### config.mk
export PLATFORM = sky130hd
export DESIGN_NAME = psrl_cell
export DESIGN_NICKNAME = d
export VERILOG_FILES = /design/src/rtl/psrl_pkg.sv /design/src/rtl/psrl_cell.sv
export SDC_FILE = /design/constraint.sdc
export NUM_CORES = 1
export LEC_CHECK = 0
export BUFFER_PORTS_ARGS = -buffer_cell sky130_fd_sc_hd__buf_2
export CORE_ASPECT_RATIO = 2
export CORE_MARGIN = 8
export CORE_UTILIZATION = 50
export CTS_BUF_LIST = sky130_fd_sc_hd__clkbuf_8
export DETAILED_ROUTE_END_ITERATION = 10
export GPL_TIMING_DRIVEN = 1
export PLACE_DENSITY = 0.77
export SYNTH_ARGS = -nofsm -noshare
export SYNTH_HDL_FRONTEND = slang
export SYNTH_SLANG_ARGS = --single-unit
### constraint.sdc
create_clock -name clock -period 4.9 [get_ports clock]
set_clock_uncertainty 0.2 [all_clocks]
set_input_delay 0.245 -clock clock [delete_from_list [all_inputs] [get_ports clock]]
set_output_delay 0.245 -clock clock [all_outputs]
set_load 0.01 [all_outputs]
### src/rtl/psrl_pkg.sv
`default_nettype none

package psrl_pkg;

   localparam int ADDR_W     = 32;
   localparam int TIME_W     = 32;
   localparam int ATTEMPTS_W = 16;
   localparam int VERDICT_W  = 2;
   localparam int REMOVED_W  = 7;
   localparam int CSR_IDX_W  = 1;

   localparam logic [VERDICT_W-1:0] VERDICT_ALLOWED   = 2'd0;
   localparam logic [VERDICT_W-1:0] VERDICT_REFUSED   = 2'd1;
   localparam logic [VERDICT_W-1:0] VERDICT_UNTRACKED = 2'd2;
   localparam logic [VERDICT_W-1:0] VERDICT_SWEPT     = 2'd3;

   localparam logic [CSR_IDX_W-1:0] REG_MAX_ATTEMPTS   = 1'd0;
   localparam logic [CSR_IDX_W-1:0] REG_WINDOW_SECONDS = 1'd1;

   localparam logic [ATTEMPTS_W-1:0] ATTEMPTS_MAX = '1;
   localparam logic [REMOVED_W-1:0]  REMOVED_MAX  = '1;

   typedef enum logic [2:0] {
      CELL_IDLE,
      CELL_CMP,
      CELL_SEL,
      CELL_WR,
      CELL_SHIFT
   } cell_op_type;

   // Broadcast from the controller to every cell.
   typedef struct packed {
      cell_op_type             op;
      logic                    is_sweep;
      logic                    hit_any;
      logic                    sweep_go;
      logic [ADDR_W-1:0]       address;
      logic [TIME_W-1:0]       now;
      logic [TIME_W-1:0]       window;
      logic [ATTEMPTS_W-1:0]   max_attempts;
   } cell_cmd_type;

   // Priority tokens passed from each cell to the next one up the row.
   typedef struct packed {
      logic valid_seen;
      logic hit_seen;
      logic free_seen;
      logic refuse;
   } chain_type;

endpackage

`default_nettype wire

### src/rtl/psrl_cell.sv
`default_nettype none

// One table slot. Compare, select by position in the row, update, and shift
// sweep removal marks toward the end of the row.
module psrl_cell (
   input  wire                    clock,
   input  wire                    reset,
   input  psrl_pkg::cell_cmd_type cmd,
   input  psrl_pkg::chain_type    chain_i,
   output psrl_pkg::chain_type    chain_o,
   input  wire                    rm_i,
   output logic                   rm_o
);

   logic                                valid_ff, valid_in;
   logic [psrl_pkg::ADDR_W-1:0]         addr_ff, addr_in;
   logic [psrl_pkg::TIME_W-1:0]         start_ff, start_in;
   logic [psrl_pkg::ATTEMPTS_W-1:0]     att_ff, att_in;
   logic                                rm_ff, rm_in;
   logic                                hit_ff, hit_in;
   logic                                free_ff, free_in;
   logic                                exp_ff, exp_in;
   logic                                sel_hit_ff, sel_hit_in;
   logic                                sel_free_ff, sel_free_in;
   logic [psrl_pkg::TIME_W-1:0]         elapsed;
   logic [psrl_pkg::ATTEMPTS_W-1:0]     att_next;
   logic                                sel_hit, sel_free;

   assign elapsed  = cmd.now - start_ff;
   assign att_next = (att_ff == psrl_pkg::ATTEMPTS_MAX) ? att_ff
                                                        : att_ff + 1'b1;
   assign sel_hit  = hit_ff & ~chain_i.hit_seen;
   assign sel_free = free_ff & ~chain_i.free_seen;

   assign chain_o.valid_seen = chain_i.valid_seen | valid_ff;
   assign chain_o.hit_seen   = chain_i.hit_seen | hit_ff;
   assign chain_o.free_seen  = chain_i.free_seen | free_ff;
   assign chain_o.refuse     = chain_i.refuse
                             | (sel_hit & ~exp_ff & (att_next > cmd.max_attempts));

   assign rm_o = rm_ff;

   always_comb begin
      valid_in    = valid_ff;
      addr_in     = addr_ff;
      start_in    = start_ff;
      att_in      = att_ff;
      rm_in       = rm_ff;
      hit_in      = hit_ff;
      free_in     = free_ff;
      exp_in      = exp_ff;
      sel_hit_in  = sel_hit_ff;
      sel_free_in = sel_free_ff;
      unique case (cmd.op)
         psrl_pkg::CELL_CMP: begin
            hit_in  = valid_ff & (addr_ff == cmd.address);
            free_in = ~valid_ff;
            exp_in  = elapsed > cmd.window;
         end
         psrl_pkg::CELL_SEL: begin
            sel_hit_in  = sel_hit;
            sel_free_in = sel_free;
         end
         psrl_pkg::CELL_WR: begin
            if (cmd.is_sweep) begin
               // mark and drop expired entries
               rm_in = cmd.sweep_go & valid_ff & exp_ff;
               if (cmd.sweep_go & valid_ff & exp_ff) begin
                  valid_in = 1'b0;
               end
            end else if (sel_hit_ff) begin
               if (exp_ff) begin
                  start_in = cmd.now;
                  att_in   = psrl_pkg::ATTEMPTS_W'(1);
               end else begin
                  att_in = att_next;
               end
            end else if (sel_free_ff & ~cmd.hit_any) begin
               valid_in = 1'b1;
               addr_in  = cmd.address;
               start_in = cmd.now;
               att_in   = psrl_pkg::ATTEMPTS_W'(1);
            end
         end
         psrl_pkg::CELL_SHIFT: begin
            rm_in = rm_i;
         end
         default: begin
         end
      endcase
   end

   always_ff @(posedge clock) begin
      if (reset) begin
         valid_ff <= 1'b0;
         rm_ff    <= 1'b0;
      end else begin
         valid_ff <= valid_in;
         rm_ff    <= rm_in;
      end
      addr_ff     <= addr_in;
      start_ff    <= start_in;
      att_ff      <= att_in;
      hit_ff      <= hit_in;
      free_ff     <= free_in;
      exp_ff      <= exp_in;
      sel_hit_ff  <= sel_hit_in;
      sel_free_ff <= sel_free_in;
   end

endmodule

`default_nettype wire

**Yosys cells after proc, flatten, opt, wreduce, memory -nomap -nowiden**

Index checks and enable logic that the tools add are counted.

- Flip-flop bits (word level): 87
- Logic and storage cells: 64

- Mux-type cells: 13
- $add $sub $neg: 2
- Equal/unequal tests: 10
- Bitwise logic cells: 19
- $lt $le $gt $ge: 2
- Reductions and logical operators: 8

Operators by type and width:

| operator | count |
|---|---|
| 32-bit two-way mux | 3 |
| 16-bit two-way mux | 4 |
| 32-bit equality test | 1 |
| 32-bit greater-than comparator | 1 |
| 32-bit subtractor | 1 |
| 16-bit by 1-bit adder with 16-bit output, second input constant | 1 |
| 16-bit equality test, second input constant | 1 |
| 16-bit greater-than comparator | 1 |
| 4-bit AND reduction | 3 |
| 1-bit AND | 8 |
| 1-bit inverter | 7 |
| 3-bit by 2-bit equality test with 1-bit output, second input constant | 2 |
| 2-bit != test, second input constant | 3 |
| 2-bit nonzero test | 3 |
| 1-bit two-way mux | 5 |
| 1-bit bitwise OR | 4 |
| 3-bit by 1-bit equality test with 1-bit output, second input constant | 1 |
| 3-bit equality test, second input constant | 1 |
| 3-bit AND reduction | 1 |
| 2-bit by 1-bit != test with 1-bit output, second input constant | 1 |
| 1-bit one-hot mux with 2 select lines | 1 |
| 2-bit AND reduction | 1 |

**Depth between registers and ports, before layout**

- Depth after elaboration: 5
- Mapped depth: 18
- Gate-level depth less buffers: 18

**Least setup slack after synthesis**

No wires, ideal clock.

- Kind: register to register
- From: register sel_hit_ff
- To: register start_ff[0] (netlist name) (enable)
- Setup slack: 0.399 ns
- Setup time: 0.502 ns
- Period minus slack after synthesis: 4.501 ns
- Data required time: 4.198 ns
- Arrival: 3.799 ns
- Stages on the path, launching flop included: 4
- Cells stage by stage: edfxtp_1 nor2b_1 clkbuf_1 nor4_1

- Word-level cells in the longest chain between the ends: 2
- Elaborated cells on any way between the ends: 3

RTL lines:

| what | RTL line | RTL |
|---|---|---|
| from (decl) | psrl_cell.sv:23 | `logic sel_hit_ff, sel_hit_in;` |
| from (signal assigned) | psrl_cell.sv:107 | `sel_hit_ff <= sel_hit_in;` |
| 2-bit != test (no line) / 2-bit nonzero test (equally long branches) | -- |  |
| 4-bit AND reduction (no line) * | -- |  |
| to (signal assigned) | psrl_cell.sv:102 | `start_ff <= start_in;` |
| to (decl) | psrl_cell.sv:17 | `logic [psrl_pkg::TIME_W-1:0] start_ff, start_in;` |

Mark *: on every way between the ends. The rest lies on a longest branch, timed or not.
A chain may end at the register's enable or synchronous reset.

==> results.py <==
metrics = {
    "worst_setup_path": {
        "critPathSlowestCell": "or4_1",
        "critical_path.top_delay_family": "simple AND/OR/NAND/NOR gates",
        "crit_buf_inv": 1,
        "path_cells": "and4_1 -> nand4_2 -> or4_1 -> mux2_1 -> ha_1 -> nor2b_1 -> o21ai_0 -> nand2b_1 -> a21oi_1 -> o21ai_1 -> a21oi_1 -> o21bai_1 -> buf_2",
        "cp-start-kind": "flop",
        "cp_common_cell": "a21oi_1",
        "worst_ep_arrival_time_ns": 3.77,
        "max_stage_delay_ns": 0.68,
        "path_class": "reg2out",
        "required_ns": 4.45,
        "cp_max_fo": 6,
        "worst_setup_path_end_kind": "output port",
    },
    "grt": {
        "grt_pass1_vias": 5708,
        "grt_usage_pct": 19.59,
        "grt_pass1_wl_um": 26450,
        "grt_max_degree": 34,
        "antenna_found_initial": 1,
        "grt_overflow": 0,
    },
    "timing": {
        "fin_ws_ns": 0.6836,
        "hold_viol_final": 0,
        "fin_setup_tns_ns": 0,
        "slew_viol_final": 0,
        "slew_headroom_pct": 24.40,
        "timing.fmax_mhz": 237.2,
        "worst_pin_slew_ns": 1.128,
        "rsz0062_at_grt": "no",
        "period_share_pct": 86.05,
        "fin_crit_ns": 4.216,
        "final-setup-viol-count": 0,
    },
    "yosys": {
        "synth_fp_nets": 862,
        "synth.most_common_cell": "inv_1",
        "synth_top_cell_by_area": "edfxtp_1",
        "syn_area_per_cell_sq_um": 9.897,
        "syn_inst": 656,
        "ys_seq_area_share_pct": 39.93,
        "ys_types": 55,
        "synth_commonest_cells": "inv_1 (89), edfxtp_1 (85), ha_1 (80)",
        "syn_area_sq_mm": 0.006492,
        "synth-seq-cells": 87,
        "synth_top_area_share_pct": 39.31,
        "synth_top_flop_cell": "edfxtp_1",
        "synthArstFlopShare_pct": 0,
        "synth-edff-count": 85,
        "yosysWarnings": 0,
        "synth_area_leaders": "edfxtp_1 (39%), ha_1 (15%), xnor2_1 (7.8%), inv_1 (5.1%), a21oi_1 (3.7%)",
    },
    "clock_tree": {
        "cts-buffers-inserted": 9,
        "clockBufferDepth": 2,
        "cts_root_buf": "clkbuf_8",
        "cts_hold_buf": 70,
        "post_cts_buffers": 0,
        "cts_tree": "built",
        "h-tree-depth": 3,
        "cts.sinks": 87,
        "ctsResizeCount": 0,
        "clk_pin_slew_worst_paths_ns": 0.10,
        "insertion_delay_ns": 0.36,
    },
    "floorplanning": {
        "coreArea_sq_mm": 0.01284,
        "die_w_um": 96.58,
        "rows": 59,
        "fp.dieH_um": 177.2,
        "io_pins": 130,
        "initial_core_util_pct": 50.55,
        "dieArea_sq_mm": 0.01711,
    },
    "cells_and_area": {
        "num-fill-cells": 1031,
        "multi_input_area_sq_mm": 0.003538,
        "layout-drive-gt1-share_pct": 18.19,
        "fin_nets": 1064,
        "regArea_sq_mm": 0.002592,
        "syn2layout_area_growth_pct": 27.12,
    },
    "placed_design": {
        "io_buffers": 129,
        "dpl.hpwl_um": 12490,
        "pre_cts_ws_ns": 0.9881,
        "gp_congestion": 0.8823,
    },
    "routing": {
        "drc": 0,
        "wl_um": 16310,
        "routedWlPerCell_um": 16.05,
        "via_per_inst": 5.404,
        "first_iter_violations": 271,
        "ant_nets": 0,
        "drt_first_pass_iters": 5,
        "num_vias": 5490,
    },
    "run_status": {
        "status": "complete, no violations",
    },
    "hold_path": {
        "hp-class": "in2reg",
    },
    "run": {
        "cap_violations": 0,
    },
    "pwr": {
        "p_per_area_mw_per_mm2": 217.2,
        "vdd_ir_drop_max_mv": 0.1759,
        "leakagePower_nw": 3.680,
    },
}
==> report_power, final <==
group | switching (mW) | total (mW) | internal (mW)
combinational | 0.195 | 0.396 | 0.201
sequential | 0.00337 | 0.825 | 0.821
clock | 0.278 | 0.572 | 0.293
==> tightest hold or removal path: cells and delay by family <==
family,cells,cell delay (ns)
simple gates,3,0.29
buf+inv,1,0.10
==> cell type report <==
class,instances,area share (%)
multi-input cells,469,42.87
flip-flops and latches,87,31.41
repair buffers,201,16.49
inverters,90,4.093
well taps,152,2.304
clock buffers,9,1.501
clock inverters,7,1.289
diodes,1,0.03032
==> sequential cells by signal, indices dropped and copies added (netlist names) <==
name and flops:
addr_ff 32, start_ff 32, att_ff 16, exp_ff 1, free_ff 1, hit_ff 1, rm_o 1, sel_free_ff 1
sel_hit_ff 1, valid_ff 1
==> path summary, 6_finish.rpt <==
check / to / start / slack, ns / cells after the start
max reg2reg: exp_ff / start_ff[11] / 0.98 / 14
min: valid_ff / cmd[112] / 0.12 / 4
min reg2reg: free_ff / valid_ff / 0.38 / 1
max: chain_o[0] / att_ff[3] / 0.68 / 13
==> per-layer routing <==
| layer | GRT usage (%) | vias to the layer above | share of wire [%] |
|---|---|---|---|
| met1 | 23.26 | 2507 | 41 |
| met2 | 33.41 | 167 | 51 |
| met5 | 0 | - | 0 |
| met4 | 7.374 | 0 | 2.6 |
| li1 | - | 2785 | - |
| met3 | 3.697 | 31 | 5.4 |
==> through the flow <==
stage | hold slack [ns] | power [mW] | std cells | area (sq um) | utilization, %
after floorplan | 0.1171 | 1.069 | 656 | 6492 | -
after detailed placement | 0.2438 | 1.189 | 929 | 7320 | 56.98
after global placement | 0.2375 | 1.179 | 929 | 7320 | 56.98
final | 0.1168 | 1.793 | 1016 | 8253 | 64.25
after global routing | 0.08633 | 1.891 | 1016 | 8253 | 64.25
after CTS | 0.03829 | 1.809 | 1015 | 8250 | 64.23
==> cell families (layout without fill, tap and decap cells) <==
group	after synthesis	count (layout)	synth area share, %
DFF	87	87	39.93
AOI/OAI and AO/OA	152	152	14.92
other	0	1	0
muxes	1	1	0.1734
and+or+nand+nor	163	163	13.70
buffers and inverters	100	307	5.839
xor gates and xnor gates	72	72	9.713
adders and majority gates	81	81	15.73
==> placed cells by master (no fill, tap or decap), drive strengths merged, types with 3 or more instances in the layout <==
cell / instances
o21a: 8
clkinv: 4
nor3: 11
nor2: 25
or3: 3
a41oi: 3
nand4: 27
xor2: 14
inv: 91
buf: 131
ha: 80
a21o: 29
a211oi: 4
a21oi: 48
o21ai: 26
or2: 5
nand3: 17
edfxtp: 85
and4: 3
and2: 16
nor4: 8
clkbuf: 9
nand2b: 3
nand2: 25
xnor2: 58
nor2b: 12
a31oi: 5
a21boi: 4
o21bai: 6
dlygate4sd3: 70
No activity file was read; power rests on OpenSTA's default activity.
